### src/hdl/utfv_pkg.sv
// Shared types, codes and constants of the UTF-8 stream validator.
package utfv_pkg;

    // Defaults of the top-level parameters
    localparam int UTFV_MAX_SUPPORTED_DEPTH = 256;
    localparam int UTFV_COUNTER_WIDTH       = 32;

    // Register indexes (paddr[2]) and reset values
    localparam logic UTFV_REG_MAX_FILE_BYTES    = 1'b0;
    localparam logic UTFV_REG_MAX_NESTING_DEPTH = 1'b1;
    localparam logic [31:0] UTFV_MAX_FILE_BYTES_RST    = 32'd1048576;
    localparam logic [15:0] UTFV_MAX_NESTING_DEPTH_RST = 16'd64;

    // Byte values
    localparam logic [7:0] UTFV_BOM_0      = 8'hEF;
    localparam logic [7:0] UTFV_BOM_1      = 8'hBB;
    localparam logic [7:0] UTFV_BOM_2      = 8'hBF;
    localparam logic [7:0] UTFV_ASCII_MAX  = 8'h7F;
    localparam logic [7:0] UTFV_LF         = 8'h0A;
    localparam logic [7:0] UTFV_CR         = 8'h0D;
    localparam logic [7:0] UTFV_LEAD2_MIN  = 8'hC2;
    localparam logic [7:0] UTFV_LEAD2_MAX  = 8'hDF;
    localparam logic [7:0] UTFV_LEAD3_MIN  = 8'hE0;
    localparam logic [7:0] UTFV_LEAD3_MAX  = 8'hEF;
    localparam logic [7:0] UTFV_LEAD4_MIN  = 8'hF0;
    localparam logic [7:0] UTFV_LEAD4_MAX  = 8'hF4;
    localparam logic [7:0] UTFV_LEAD_E0    = 8'hE0;
    localparam logic [7:0] UTFV_LEAD_ED    = 8'hED;
    localparam logic [7:0] UTFV_LEAD_F0    = 8'hF0;
    localparam logic [7:0] UTFV_LEAD_F4    = 8'hF4;
    localparam logic [7:0] UTFV_CONT_MASK  = 8'hC0;
    localparam logic [7:0] UTFV_CONT_TAG   = 8'h80;
    localparam logic [7:0] UTFV_LIM_A0     = 8'hA0;
    localparam logic [7:0] UTFV_LIM_90     = 8'h90;
    localparam logic [7:0] UTFV_LIM_8F     = 8'h8F;

    // Byte order mark tracking codes
    localparam logic [1:0] UTFV_BOM_START = 2'd0;
    localparam logic [1:0] UTFV_BOM_GOT1  = 2'd1;
    localparam logic [1:0] UTFV_BOM_GOT2  = 2'd2;
    localparam logic [1:0] UTFV_BOM_DONE  = 2'd3;

    localparam logic [1:0] UTFV_BOM_SHIFT = 2'd3;

    typedef enum logic [2:0] {
        RULE_NONE,
        RULE_E0,
        RULE_ED,
        RULE_F0,
        RULE_F4
    } t_rule;

    typedef enum logic [1:0] {
        STATUS_OK,
        STATUS_TOO_LARGE,
        STATUS_BAD_DEPTH,
        STATUS_BAD_UTF8
    } t_status;

    typedef struct packed {
        logic [31:0] max_file_bytes;
        logic [15:0] max_nesting_depth;
    } t_cfg;

    typedef struct packed {
        t_status     status;
        logic        has_bom;
        logic [1:0]  offset_shift;
        logic [31:0] content_bytes;
        logic [31:0] error_line;
        logic [31:0] error_column;
    } t_result;

endpackage

### src/hdl/utfv_cfg.sv
// APB-style configuration registers of the UTF-8 stream validator.
module utfv_cfg (
    input  logic              i_clk,
    input  logic              i_rst_n,
    input  logic              psel,
    input  logic              penable,
    input  logic              pwrite,
    input  logic [2:0]        paddr,
    input  logic [31:0]       pwdata,
    output logic [31:0]       prdata,
    output logic              pready,
    output utfv_pkg::t_cfg    o_cfg
);

    logic [31:0] r_max_file_bytes;
    logic [15:0] r_max_nesting_depth;
    logic        wr_en;

    assign pready = 1'b1;
    assign wr_en  = psel && penable && pwrite;

    always_ff @(posedge i_clk) begin
        if (!i_rst_n) begin
            r_max_file_bytes    <= utfv_pkg::UTFV_MAX_FILE_BYTES_RST;
            r_max_nesting_depth <= utfv_pkg::UTFV_MAX_NESTING_DEPTH_RST;
        end else if (wr_en) begin
            unique case (paddr[2])
                utfv_pkg::UTFV_REG_MAX_FILE_BYTES:    r_max_file_bytes    <= pwdata;
                utfv_pkg::UTFV_REG_MAX_NESTING_DEPTH: r_max_nesting_depth <= pwdata[15:0];
                default: ;
            endcase
        end
    end

    always_comb begin
        unique case (paddr[2])
            utfv_pkg::UTFV_REG_MAX_FILE_BYTES:    prdata = r_max_file_bytes;
            utfv_pkg::UTFV_REG_MAX_NESTING_DEPTH: prdata = {16'd0, r_max_nesting_depth};
            default:                              prdata = 32'd0;
        endcase
    end

    assign o_cfg.max_file_bytes    = r_max_file_bytes;
    assign o_cfg.max_nesting_depth = r_max_nesting_depth;

endmodule

### src/hdl/utfv_step.sv
// Per-byte UTF-8 check, BOM tracking, line/column counting and end-of-file result.
module utfv_step #(
    parameter int MAX_SUPPORTED_DEPTH = utfv_pkg::UTFV_MAX_SUPPORTED_DEPTH,
    parameter int COUNTER_WIDTH       = utfv_pkg::UTFV_COUNTER_WIDTH
) (
    input  logic                i_clk,
    input  logic                i_rst_n,
    input  logic                i_fire,
    input  logic [7:0]          i_data_byte,
    input  logic                i_has_byte,
    input  logic                i_is_last,
    input  utfv_pkg::t_cfg      i_cfg,
    output utfv_pkg::t_result   o_result
);

    localparam int CW = COUNTER_WIDTH;
    localparam int EW = (CW > 32) ? CW : 32;
    localparam logic [CW-1:0] CNT_MAX  = {CW{1'b1}};
    localparam logic [CW-1:0] CNT_ONE  = CW'(1);
    localparam logic [CW-1:0] CNT_ZERO = '0;
    localparam logic [16:0]   DEPTH_CEIL = 17'(MAX_SUPPORTED_DEPTH);

    function automatic logic [CW-1:0] sat_inc(input logic [CW-1:0] v);
        return (v == CNT_MAX) ? v : v + CNT_ONE;
    endfunction

    function automatic logic [31:0] clip32(input logic [CW-1:0] v);
        logic [EW-1:0] w;
        w = EW'(v);
        return (w > EW'(32'hFFFF_FFFF)) ? 32'hFFFF_FFFF : w[31:0];
    endfunction

    function automatic logic rule_ok(input utfv_pkg::t_rule rule, input logic [7:0] b);
        case (rule)
            utfv_pkg::RULE_E0: return b >= utfv_pkg::UTFV_LIM_A0;
            utfv_pkg::RULE_ED: return b <  utfv_pkg::UTFV_LIM_A0;
            utfv_pkg::RULE_F0: return b >= utfv_pkg::UTFV_LIM_90;
            utfv_pkg::RULE_F4: return b <= utfv_pkg::UTFV_LIM_8F;
            default:           return 1'b1;
        endcase
    endfunction

    logic [CW-1:0]   r_byte_count, n_byte_count;
    logic [CW-1:0]   r_line, n_line;
    logic [CW-1:0]   r_col, n_col;
    logic [1:0]      r_cont_left, n_cont_left;
    utfv_pkg::t_rule r_rule, n_rule;
    logic            r_pending_cr, n_pending_cr;
    logic [1:0]      r_bom_trk, n_bom_trk;
    logic            r_bom_seen, n_bom_seen;
    logic            r_err, n_err;
    logic [CW-1:0]   r_err_line, n_err_line;
    logic [CW-1:0]   r_err_col, n_err_col;
    logic            mark_done;
    logic [CW-1:0]   content;
    utfv_pkg::t_status status;

    always_comb begin
        n_byte_count = r_byte_count;
        n_line       = r_line;
        n_col        = r_col;
        n_cont_left  = r_cont_left;
        n_rule       = r_rule;
        n_pending_cr = r_pending_cr;
        n_bom_trk    = r_bom_trk;
        n_bom_seen   = r_bom_seen;
        n_err        = r_err;
        n_err_line   = r_err_line;
        n_err_col    = r_err_col;
        mark_done    = 1'b0;

        if (i_has_byte) begin
            n_byte_count = sat_inc(r_byte_count);

            // Mark detection looks only at the first three raw bytes
            if (r_byte_count == CNT_ZERO) begin
                n_bom_trk = (i_data_byte == utfv_pkg::UTFV_BOM_0) ?
                            utfv_pkg::UTFV_BOM_GOT1 : utfv_pkg::UTFV_BOM_DONE;
            end else if (r_byte_count == CW'(1)) begin
                n_bom_trk = (r_bom_trk == utfv_pkg::UTFV_BOM_GOT1 &&
                             i_data_byte == utfv_pkg::UTFV_BOM_1) ?
                            utfv_pkg::UTFV_BOM_GOT2 : utfv_pkg::UTFV_BOM_DONE;
            end else begin
                if (r_byte_count == CW'(2) && r_bom_trk == utfv_pkg::UTFV_BOM_GOT2 &&
                    i_data_byte == utfv_pkg::UTFV_BOM_2) begin
                    n_bom_seen = 1'b1;
                    mark_done  = 1'b1;
                end
                n_bom_trk = utfv_pkg::UTFV_BOM_DONE;
            end

            if (!r_err) begin
                if (r_cont_left != 2'd0) begin
                    if ((i_data_byte & utfv_pkg::UTFV_CONT_MASK) != utfv_pkg::UTFV_CONT_TAG ||
                        !rule_ok(r_rule, i_data_byte)) begin
                        n_err      = 1'b1;
                        n_err_line = r_line;
                        n_err_col  = r_col;
                    end else begin
                        n_rule      = utfv_pkg::RULE_NONE;
                        n_cont_left = r_cont_left - 2'd1;
                        if (r_cont_left == 2'd1 && !mark_done) begin
                            n_col = sat_inc(r_col);
                        end
                    end
                end else if (!(r_pending_cr && i_data_byte == utfv_pkg::UTFV_LF)) begin
                    n_pending_cr = 1'b0;
                    case (i_data_byte) inside
                        [8'h00 : utfv_pkg::UTFV_ASCII_MAX]: begin
                            if (i_data_byte == utfv_pkg::UTFV_LF ||
                                i_data_byte == utfv_pkg::UTFV_CR) begin
                                n_line       = sat_inc(r_line);
                                n_col        = CNT_ONE;
                                n_pending_cr = (i_data_byte == utfv_pkg::UTFV_CR);
                            end else begin
                                n_col = sat_inc(r_col);
                            end
                        end
                        [utfv_pkg::UTFV_LEAD2_MIN : utfv_pkg::UTFV_LEAD2_MAX]: begin
                            n_cont_left = 2'd1;
                            n_rule      = utfv_pkg::RULE_NONE;
                        end
                        [utfv_pkg::UTFV_LEAD3_MIN : utfv_pkg::UTFV_LEAD3_MAX]: begin
                            n_cont_left = 2'd2;
                            n_rule = (i_data_byte == utfv_pkg::UTFV_LEAD_E0) ? utfv_pkg::RULE_E0 :
                                     (i_data_byte == utfv_pkg::UTFV_LEAD_ED) ? utfv_pkg::RULE_ED :
                                     utfv_pkg::RULE_NONE;
                        end
                        [utfv_pkg::UTFV_LEAD4_MIN : utfv_pkg::UTFV_LEAD4_MAX]: begin
                            n_cont_left = 2'd3;
                            n_rule = (i_data_byte == utfv_pkg::UTFV_LEAD_F0) ? utfv_pkg::RULE_F0 :
                                     (i_data_byte == utfv_pkg::UTFV_LEAD_F4) ? utfv_pkg::RULE_F4 :
                                     utfv_pkg::RULE_NONE;
                        end
                        default: begin
                            n_err      = 1'b1;
                            n_err_line = r_line;
                            n_err_col  = r_col;
                        end
                    endcase
                end else begin
                    // LF right after CR: absorb into the same break
                    n_pending_cr = 1'b0;
                end
            end
        end

        // Truncated sequence at end of file reports at its lead byte
        if (i_is_last && !n_err && n_cont_left != 2'd0) begin
            n_err      = 1'b1;
            n_err_line = n_line;
            n_err_col  = n_col;
        end
    end

    always_comb begin
        if (EW'(n_byte_count) > EW'(i_cfg.max_file_bytes)) begin
            status = utfv_pkg::STATUS_TOO_LARGE;
        end else if ({1'b0, i_cfg.max_nesting_depth} > DEPTH_CEIL) begin
            status = utfv_pkg::STATUS_BAD_DEPTH;
        end else if (n_err) begin
            status = utfv_pkg::STATUS_BAD_UTF8;
        end else begin
            status = utfv_pkg::STATUS_OK;
        end
        content = n_bom_seen ? n_byte_count - CW'(3) : n_byte_count;

        o_result.status        = status;
        o_result.has_bom       = n_bom_seen;
        o_result.offset_shift  = n_bom_seen ? utfv_pkg::UTFV_BOM_SHIFT : 2'd0;
        o_result.content_bytes = clip32(content);
        o_result.error_line    = (status == utfv_pkg::STATUS_BAD_UTF8) ? clip32(n_err_line) : 32'd0;
        o_result.error_column  = (status == utfv_pkg::STATUS_BAD_UTF8) ? clip32(n_err_col) : 32'd0;
    end

    always_ff @(posedge i_clk) begin
        if (!i_rst_n || (i_fire && i_is_last)) begin
            r_byte_count <= CNT_ZERO;
            r_line       <= CNT_ONE;
            r_col        <= CNT_ONE;
            r_cont_left  <= 2'd0;
            r_rule       <= utfv_pkg::RULE_NONE;
            r_pending_cr <= 1'b0;
            r_bom_trk    <= utfv_pkg::UTFV_BOM_START;
            r_bom_seen   <= 1'b0;
            r_err        <= 1'b0;
            r_err_line   <= CNT_ZERO;
            r_err_col    <= CNT_ZERO;
        end else if (i_fire) begin
            r_byte_count <= n_byte_count;
            r_line       <= n_line;
            r_col        <= n_col;
            r_cont_left  <= n_cont_left;
            r_rule       <= n_rule;
            r_pending_cr <= n_pending_cr;
            r_bom_trk    <= n_bom_trk;
            r_bom_seen   <= n_bom_seen;
            r_err        <= n_err;
            r_err_line   <= n_err_line;
            r_err_col    <= n_err_col;
        end
    end

endmodule

### src/hdl/utfv_out.sv
// Result register of the UTF-8 stream validator.
module utfv_out (
    input  logic                i_clk,
    input  logic                i_rst_n,
    input  logic                i_load,
    input  utfv_pkg::t_result   i_result,
    input  logic                i_stall,
    output logic                o_valid,
    output utfv_pkg::t_result   o_result
);

    logic              r_valid;
    utfv_pkg::t_result r_result;

    always_ff @(posedge i_clk) begin
        if (!i_rst_n) begin
            r_valid <= 1'b0;
        end else if (i_load) begin
            r_valid <= 1'b1;
        end else if (!i_stall) begin
            r_valid <= 1'b0;
        end
    end

    always_ff @(posedge i_clk) begin
        if (i_load) begin
            r_result <= i_result;
        end
    end

    assign o_valid  = r_valid;
    assign o_result = r_result;

endmodule

### src/hdl/utf8_stream_validator.sv
// Top level of the UTF-8 stream validator: input register, step logic, result register.
//
//  channel  | direction | handshake                 | payload
//  ---------+-----------+---------------------------+-------------------------------------
//  in       | in        | i_in_valid / o_in_stall   | i_data_byte, i_has_byte, i_is_last
//  out      | out       | o_out_valid / i_out_stall | o_status, o_has_bom, o_offset_shift,
//           |           |                           | o_content_bytes, o_error_line/column
//  cfg      | in        | psel, penable, pwrite     | paddr, pwdata, prdata, pready
//
// One byte per cycle unless a last transaction is held back: each accepted transaction is held in
// the input register, and the byte check plus counter update runs as it leaves; the result of a
// last transaction lands in the result register, from which it can leave when not stalled.
// A last transaction waits in the input register only while the result register holds an
// untaken result that is stalled; other transactions never wait.
// Synchronous active-low reset empties both registers, clears all file state and restores
// max_file_bytes = 1048576 and max_nesting_depth = 64. After each result file state clears.
module utf8_stream_validator #(
    parameter int MAX_SUPPORTED_DEPTH = utfv_pkg::UTFV_MAX_SUPPORTED_DEPTH,
    parameter int COUNTER_WIDTH       = utfv_pkg::UTFV_COUNTER_WIDTH
) (
    input  logic        i_clk,
    input  logic        i_rst_n,
    // byte input
    input  logic        i_in_valid,
    output logic        o_in_stall,
    input  logic [7:0]  i_data_byte,
    input  logic        i_has_byte,
    input  logic        i_is_last,
    // result output
    output logic        o_out_valid,
    input  logic        i_out_stall,
    output logic [1:0]  o_status,
    output logic        o_has_bom,
    output logic [1:0]  o_offset_shift,
    output logic [31:0] o_content_bytes,
    output logic [31:0] o_error_line,
    output logic [31:0] o_error_column,
    // configuration
    input  logic        psel,
    input  logic        penable,
    input  logic        pwrite,
    input  logic [2:0]  paddr,
    input  logic [31:0] pwdata,
    output logic [31:0] prdata,
    output logic        pready
);

    utfv_pkg::t_cfg    cfg;
    utfv_pkg::t_result step_result;
    utfv_pkg::t_result out_result;

    logic       r_in_valid;
    logic [7:0] r_in_byte;
    logic       r_in_has;
    logic       r_in_last;
    logic       in_accept;
    logic       consume;

    // Advance the held transaction unless it is a last one and the result slot is blocked
    assign consume    = r_in_valid && (!r_in_last || !o_out_valid || !i_out_stall);
    assign o_in_stall = r_in_valid && !consume;
    assign in_accept  = i_in_valid && !o_in_stall;

    always_ff @(posedge i_clk) begin
        if (!i_rst_n) begin
            r_in_valid <= 1'b0;
        end else if (in_accept) begin
            r_in_valid <= 1'b1;
        end else if (consume) begin
            r_in_valid <= 1'b0;
        end
    end

    // Hold payload until the next accepted transaction
    always_ff @(posedge i_clk) begin
        if (in_accept) begin
            r_in_byte <= i_data_byte;
            r_in_has  <= i_has_byte;
            r_in_last <= i_is_last;
        end
    end

    utfv_cfg u_cfg (
        .i_clk   (i_clk),
        .i_rst_n (i_rst_n),
        .psel    (psel),
        .penable (penable),
        .pwrite  (pwrite),
        .paddr   (paddr),
        .pwdata  (pwdata),
        .prdata  (prdata),
        .pready  (pready),
        .o_cfg   (cfg)
    );

    utfv_step #(
        .MAX_SUPPORTED_DEPTH (MAX_SUPPORTED_DEPTH),
        .COUNTER_WIDTH       (COUNTER_WIDTH)
    ) u_step (
        .i_clk       (i_clk),
        .i_rst_n     (i_rst_n),
        .i_fire      (consume),
        .i_data_byte (r_in_byte),
        .i_has_byte  (r_in_has),
        .i_is_last   (r_in_last),
        .i_cfg       (cfg),
        .o_result    (step_result)
    );

    // Load the result only from a last transaction
    utfv_out u_out (
        .i_clk    (i_clk),
        .i_rst_n  (i_rst_n),
        .i_load   (consume && r_in_last),
        .i_result (step_result),
        .i_stall  (i_out_stall),
        .o_valid  (o_out_valid),
        .o_result (out_result)
    );

    assign o_status        = out_result.status;
    assign o_has_bom       = out_result.has_bom;
    assign o_offset_shift  = out_result.offset_shift;
    assign o_content_bytes = out_result.content_bytes;
    assign o_error_line    = out_result.error_line;
    assign o_error_column  = out_result.error_column;

    // An empty input register never pushes back
    a_no_stall_when_empty: assert property (@(posedge i_clk) disable iff (!i_rst_n)
        !r_in_valid |-> !o_in_stall)
        else $error("input stalled with empty input register");

    // Only a last transaction may be held back
    a_only_last_waits: assert property (@(posedge i_clk) disable iff (!i_rst_n)
        (r_in_valid && !r_in_last) |-> !o_in_stall)
        else $error("non-last transaction stalled");

    // A new result appears only after a last transaction was consumed
    a_result_from_last: assert property (@(posedge i_clk) disable iff (!i_rst_n)
        (!o_out_valid || !i_out_stall) && !(consume && r_in_last) |=> !o_out_valid)
        else $error("result appeared without a last transaction");

    // Error position is reported only with a UTF-8 error
    a_pos_only_on_error: assert property (@(posedge i_clk) disable iff (!i_rst_n)
        (o_out_valid && o_status != utfv_pkg::STATUS_BAD_UTF8) |->
            (o_error_line == 32'd0 && o_error_column == 32'd0))
        else $error("error position without UTF-8 error");

endmodule
### config.mk
export PLATFORM = sky130hd
export DESIGN_NAME = utf8_stream_validator
export DESIGN_NICKNAME = d
export VERILOG_FILES = /design/src/hdl/utfv_pkg.sv /design/src/hdl/utfv_cfg.sv /design/src/hdl/utfv_step.sv /design/src/hdl/utfv_out.sv /design/src/hdl/utf8_stream_validator.sv
export SDC_FILE = /design/constraint.sdc
export NUM_CORES = 1
export LEC_CHECK = 0
export ABC_AREA = 1
export BUFFER_PORTS_ARGS = -buffer_cell sky130_fd_sc_hd__buf_2
export CAP_MARGIN = 20
export CELL_PAD_IN_SITES_DETAIL_PLACEMENT = 0
export CELL_PAD_IN_SITES_GLOBAL_PLACEMENT = 1
export CORE_MARGIN = 1
export CORE_UTILIZATION = 47
export DETAILED_ROUTE_END_ITERATION = 12
export MAX_ROUTING_LAYER = met4
export PLACE_DENSITY_LB_ADDON = 0.1
export SETUP_SLACK_MARGIN = 0.05
export SLEW_MARGIN = 20
export SYNTH_ARGS = -nofsm -noshare
export SYNTH_HDL_FRONTEND = slang
export SYNTH_SLANG_ARGS = --single-unit
### constraint.sdc
create_clock -name i_clk -period 9 [get_ports i_clk]
set_clock_uncertainty 0.05 [all_clocks]
set_input_delay 0.9 -clock i_clk [delete_from_list [all_inputs] [get_ports i_clk]]
set_output_delay 0.9 -clock i_clk [all_outputs]
set_load 0.005 [all_outputs]
# Word-level counts from Yosys, hierarchy flattened
# Index checks and enable logic that the tools add are counted.
# op_classes
addsub	5
order_cmp	17
n_eq_ne	27
n_mux	99
bitwise	3
reduce_logical	41
# op_table
operator	count
$mux 32	41
$add 32x1->32 const B	3
$eq 32x32->1 const B	3
$gt 32x32->1 const B	3
$pmux 32 s2	1
$eq 8x8->1 const B	7
$ge 8x8->1 const B	5
$mux 2	17
$eq 32x1->1 const B	1
$eq 32x2->1 const B	1
$gt 32x32->1	1
$le 8x8->1 const B	4
$logic_not 32->1	1
$sub 32x2->32 const B	1
$mux 3	10
$mux 1	29
$logic_and 1x1->1	17
$eq 8x4->1 const B	2
$gt 16x9->1 const B	1
$logic_not 1->1	9
$ge 8x1->1 const B	1
$le 8x7->1 const B	1
$lt 8x8->1 const B	1
$reduce_and 7->1	1
15 further kinds	31
# word_totals
reg_bits	331
in_bits	52
output_inout_bits	136
elab_cells	216

# Depth between registers and ports, before layout
# depth
ltp_word	19
mapped_depth	24
depth_no_buf	23

# Hierarchy
# A second synthesis with hierarchy kept.
# hier_totals
hier_cells	2992
area_unflattened_um2	20427.1
# modules_own_cells
module	instances	cells_per_inst	area_each_um2	seq_area_each_um2
utfv_step	1	2483	14680.3	3403.3
utfv_out	1	106	3072.9	3052.9
utfv_cfg	1	381	2307.2	960.9
utf8_stream_validator	1	22	366.6	320.3

# Worst setup path before layout
# No wires, ideal clock.
# synth_path
path_kind	input to register
startpoint	input i_out_stall
endpoint	register u_out.r_result, in the netlist u_out.o_result[0], enable pin
setup_ns	0.453
arrival_time_ns	3.321
required_time_ns	8.497
slack_ns	5.176
path_stages	7
n_path_buf	0
path_cell_list	nand2_1 -> inv_1 -> nand2_1 -> nand2_1 -> clkinv_1 -> nand2_1 -> inv_1
# synth_via
elab_chain_len	4
# synth_rtl
element	line_no	rtl
start, declared	utf8_stream_validator.sv:31	input logic i_out_stall,
$logic_not 1->1	-	
$logic_or 1x1->1	utf8_stream_validator.sv:60	assign consume = r_in_valid && (!r_in_last || !o_out_valid || !i_out_stall);
$logic_and 1x1->1	utf8_stream_validator.sv:60	
$logic_and 1x1->1	utf8_stream_validator.sv:114	.i_load (consume && r_in_last),
via u_out.i_load	utfv_out.sv:5	input logic i_load,
end signal, assigned	utfv_out.sv:27	r_result <= i_result;
end, declared	utfv_out.sv:13	utfv_pkg::t_result r_result;
# The timed path passes the listed nets, and every way through them passes these cells.
# A chain may end at the register's enable or synchronous reset.

# Worst setup path after layout
# layout_path
startpoint	register r_in_has
endpoint	register u_out.r_result, in the netlist u_out.o_result[1] (data pin)
# layout_via
elab_chain_len	9
elab_cells_between_ends	18
cone_classes	order compare (2); eq/ne (1); mux (11); reduce/logical (4)
# layout_rtl
element	line_no	rtl
start, declared	utf8_stream_validator.sv:54	logic r_in_has;
start signal, assigned	utf8_stream_validator.sv:78	r_in_has <= i_has_byte;
parallel branches: the longest is 9 deep, another holds $gt 32x32->1	-	
# Several ways; the timed one is not identified.

==> flow_results.xml <==
<?xml version="1.0" encoding="UTF-8"?>
<metrics>
  <group name="worst_setup_path">
    <metric name="cell_chain_of_the_critical_path" unit="">buf_4 -&gt; inv_2 -&gt; nor2_8 -&gt; inv_2 -&gt; a21oi_1 -&gt; nand3_1 -&gt; o21ai_2 -&gt; nand2_2 -&gt; nand2_4 -&gt; clkinv_4 -&gt; nand2_1 -&gt; and2_1 -&gt; nor2_1</metric>
    <metric name="crit_slowest_cell" unit="">sky130_fd_sc_hd__clkinv_4</metric>
    <metric name="crit_top_cell" unit="">sky130_fd_sc_hd__inv_2</metric>
    <metric name="crit_path_start_kind" unit="">flop</metric>
    <metric name="critical_path_rt" unit="ns">9.24</metric>
    <metric name="critPathCaptureType" unit="">flop</metric>
    <metric name="worst_ep_arrival_time" unit="ns">5.43</metric>
    <metric name="path_max_fanout" unit="">68</metric>
    <metric name="timing_worst_setup_path_type" unit="">flop to flop</metric>
    <metric name="max_stage_delay" unit="ns">0.75</metric>
  </group>
  <group name="placement">
    <metric name="gpl.final_weighted_congestion" unit="">0.9221</metric>
    <metric name="post-place-ws" unit="ns">3.823</metric>
    <metric name="hpwlAfterDp" unit="mm">44.52</metric>
    <metric name="buffer_ports.inserted" unit="">184</metric>
  </group>
  <group name="clocking">
    <metric name="tritoncts.num_buffers" unit="">39</metric>
    <metric name="cts_tree" unit="">yes</metric>
    <metric name="h-tree-depth" unit="">2</metric>
    <metric name="clock_tree.buffer_depth" unit="">3</metric>
    <metric name="clock_tree.root_cell" unit="">sky130_fd_sc_hd__clkbuf_16</metric>
    <metric name="cts_repair_resize_count" unit="">0</metric>
    <metric name="clock_pin_slew_on_the_worst_setup_and_hold_paths" unit="ns">0.06</metric>
    <metric name="worstSkewPairLatency" unit="ns">0.57</metric>
    <metric name="post-cts-setup-buffer-count" unit="">0</metric>
    <metric name="clock-sinks" unit="">329</metric>
    <metric name="cts-hold-fix-buffers" unit="">0</metric>
  </group>
  <group name="routing">
    <metric name="vias_per_cell" unit="">5.266</metric>
    <metric name="routed_wire_length_per_instance" unit="um">16.60</metric>
    <metric name="wl" unit="mm">64.14</metric>
    <metric name="route.vias.total" unit="">20340</metric>
    <metric name="route.detailed.drc" unit="">0</metric>
    <metric name="antenna_violating_nets_post_route" unit="">0</metric>
    <metric name="drtIter0Drc" unit="">1433</metric>
    <metric name="drt_first_pass_iters" unit="">5</metric>
  </group>
  <group name="power">
    <metric name="power.density" unit="mW/mm^2">169.1</metric>
    <metric name="ir_drop" unit="mV">0.1137</metric>
    <metric name="cellLeakagePower" unit="nW">10.66</metric>
  </group>
  <group name="floorplanning">
    <metric name="core_region_area" unit="mm^2">0.04355</metric>
    <metric name="floorplan.initialDensity" unit="%">48.08</metric>
    <metric name="die_h" unit="um">213.1</metric>
    <metric name="floorplan.io_pins" unit="">188</metric>
    <metric name="core.rowCount" unit="">76</metric>
    <metric name="chipWidth" unit="um">213.1</metric>
    <metric name="die_ar" unit="mm^2">0.04540</metric>
  </group>
  <group name="timing">
    <metric name="timing.setup.tns" unit="ns">0</metric>
    <metric name="transition_time_of_the_tightest_slew_check_pin" unit="ns">1.003</metric>
    <metric name="max_clock_freq" unit="MHz">192.5</metric>
    <metric name="final.min_clock_period" unit="ns">5.194</metric>
    <metric name="report.final.slew_viol_count" unit="">0</metric>
    <metric name="report.final.setup_viol" unit="">0</metric>
    <metric name="finalCritPeriodShare" unit="%">57.71</metric>
    <metric name="setup_ws" unit="ns">3.806</metric>
    <metric name="worst_slew_margin_rel" unit="%">33.02</metric>
    <metric name="timing.final.hold_violations" unit="">0</metric>
    <metric name="grt_setup_unrepaired" unit="">no</metric>
  </group>
  <group name="global_route">
    <metric name="pin_count_of_the_biggest_net_entering_global_routing" unit="">89</metric>
    <metric name="grt_antenna_before_repair" unit="">6</metric>
    <metric name="grt_pass1_vias" unit="">19040</metric>
    <metric name="global_route.overflow_total" unit="">0</metric>
    <metric name="global_route.usage.total" unit="%">29.29</metric>
    <metric name="global_route_wire_length_before_repair" unit="mm">101.5</metric>
  </group>
  <group name="job">
    <metric name="maxCapViolations" unit="">0</metric>
  </group>
  <group name="synth">
    <metric name="avgSynthCellArea" unit="um^2">6.662</metric>
    <metric name="synth_cell_type_count" unit="">56</metric>
    <metric name="ys_seq_elements" unit="">329</metric>
    <metric name="synth.yosys.seq_area_share" unit="%">36.66</metric>
    <metric name="yosysTopAreaCellShare" unit="%">21.03</metric>
    <metric name="synth_cells" unit="">3143</metric>
    <metric name="largest_cells_by_area_after_synthesis" unit="">sky130_fd_sc_hd__dfxtp_1 (21%), sky130_fd_sc_hd__edfxtp_1 (16%), sky130_fd_sc_hd__nand2_1 (14%)</metric>
    <metric name="mappedNetlistArea" unit="mm^2">0.02094</metric>
    <metric name="synthesis.nets" unit="">3235</metric>
    <metric name="yosys_warnings" unit="">0</metric>
    <metric name="post-synth-top-area-cell" unit="">sky130_fd_sc_hd__dfxtp_1</metric>
  </group>
  <group name="run_status">
    <metric name="status" unit="">finished clean</metric>
  </group>
  <group name="worst_hold_path">
    <metric name="hold_path_class" unit="">flop to flop</metric>
  </group>
  <group name="layout">
    <metric name="flow.area_growth_from_synthesis" unit="%">11.38</metric>
    <metric name="filler_cell_count" unit="">4404</metric>
    <metric name="drive_gt1_share" unit="%">11.83</metric>
    <metric name="fin_nets" unit="">3333</metric>
  </group>
</metrics>
## state kept, by name, indices dropped and copies added, names as in the netlist, 2 cells and up
register,count
r_in_byte,8
u_cfg.r_max_file_bytes,32
u_cfg.r_max_nesting_depth,16
u_out.o_result,99
u_step.r_bom_trk,2
u_step.r_byte_count,32
u_step.r_col,32
u_step.r_cont_left,2
u_step.r_err_col,32
u_step.r_err_line,32
u_step.r_line,32
u_step.r_rule,3
## per-stage QoR
step                total power, mW  cells  hold slack [ns]  util [%]  cell area, um^2
detailed placement            2.385   3785           0.4234     50.61            22040
finish                        3.945   3863           0.4314     53.55            23320
global route                  4.138   3863           0.4294     53.55            23320
CTS                           3.983   3857           0.4180     53.52            23310
global placement              2.370   3785           0.4061     50.61            22040
floorplan                     2.203   3143           0.3945         -            20940
## critical path, delay by kind of cell, from the launching register on
kind | cells | cell delay, ns
simple gates | 7 | 2.10
flops | 1 | 0.32
buf+inv | 4 | 2.02
compound gates | 2 | 0.37
## cells by family (layout without fill, tap and decap cells)
logic type | count (synthesis) | count (layout) | share of synthesized area [%]
buffers and inverters | 559 | 688 | 10.86
DFF | 329 | 329 | 36.66
AOI/OAI and AO/OA | 540 | 540 | 13.39
adders and majority gates | 40 | 40 | 2.390
xor gates and xnor gates | 75 | 75 | 3.209
other | 1 | 7 | 0.01791
and+or+nand+nor | 1599 | 1599 | 33.47
## synth_stat cells (all sizes together)
cell type / n
buf: 56
edfxtp: 109
nor2: 404
nor3b: 1
conb: 1
clkinv: 5
nand3b: 4
dfxtp: 220
xor2: 69
nand4: 37
a22oi: 4
o21bai: 1
o211ai: 15
o22ai: 1
xnor2: 6
nor3: 41
o21ai: 277
nand3: 215
ha: 40
o21a: 2
inv: 410
clkbuf: 88
and2: 60
o31ai: 1
a211oi: 1
a31oi: 2
a21o: 1
nor4: 9
a32oi: 1
nand2: 823
a221oi: 1
a21oi: 233
or2: 5
## power breakdown
part / leakage (nW) / switching [mW] / internal [mW]
Combinational: 7.14 / 0.471 / 0.216
Sequential: 2.90 / 0.0634 / 1.61
Clock: 0.625 / 0.660 / 0.927
## layer usage
layer / GRT usage, % / vias to the layer above / share of wire, %
li1: - / 10280 / -
met1: 35.89 / 9429 / 44
met2: 48.97 / 530 / 48
met3: 5.015 / 105 / 5.5
met4: 9.080 / 0 / 2.6
met5: - / - / 0
## path summary, 6_finish.rpt
kind / endpoint / depth (start not counted) / slack, ns / startpoint
setup / recovery: u_out.o_result[1] / 13 / 3.81 / r_in_has
hold / removal: u_step.r_bom_seen / 2 / 0.43 / u_step.r_bom_seen
setup reg to reg: u_out.o_result[1] / 13 / 3.81 / r_in_has
hold reg to reg: u_step.r_bom_seen / 2 / 0.43 / u_step.r_bom_seen
## layout by cell type (no fill, tap or decap), types with 34 or more instances in the layout
cell / netlist / final
sky130_fd_sc_hd__nand2_1: 786 / 784
sky130_fd_sc_hd__inv_1: 388 / 387
sky130_fd_sc_hd__nor2_1: 367 / 366
sky130_fd_sc_hd__o21ai_0: 262 / 262
sky130_fd_sc_hd__a21oi_1: 232 / 232
sky130_fd_sc_hd__dfxtp_1: 220 / 220
sky130_fd_sc_hd__nand3_1: 207 / 207
sky130_fd_sc_hd__buf_2: 21 / 184
sky130_fd_sc_hd__edfxtp_1: 109 / 109
sky130_fd_sc_hd__xor2_1: 67 / 67
sky130_fd_sc_hd__and2_1: 59 / 59
sky130_fd_sc_hd__ha_1: 40 / 40
sky130_fd_sc_hd__clkbuf_16: 0 / 40
sky130_fd_sc_hd__nand4_1: 36 / 36
sky130_fd_sc_hd__nor3_1: 34 / 34
## layout make-up
cell class	count	area (um^2)	area share (%)
Multi-Input combinational cell	2255	11020	47.23
Sequential cell	329	7677	32.92
Inverter	415	1570	6.732
Clock buffer	57	1125	4.823
Timing Repair Buffer	201	1049	4.495
Tap cell	585	732.0	3.138
Clock inverter	15	140.1	0.6008
Antenna cell	6	15.01	0.06437
No activity file was read; power rests on OpenSTA's default activity.
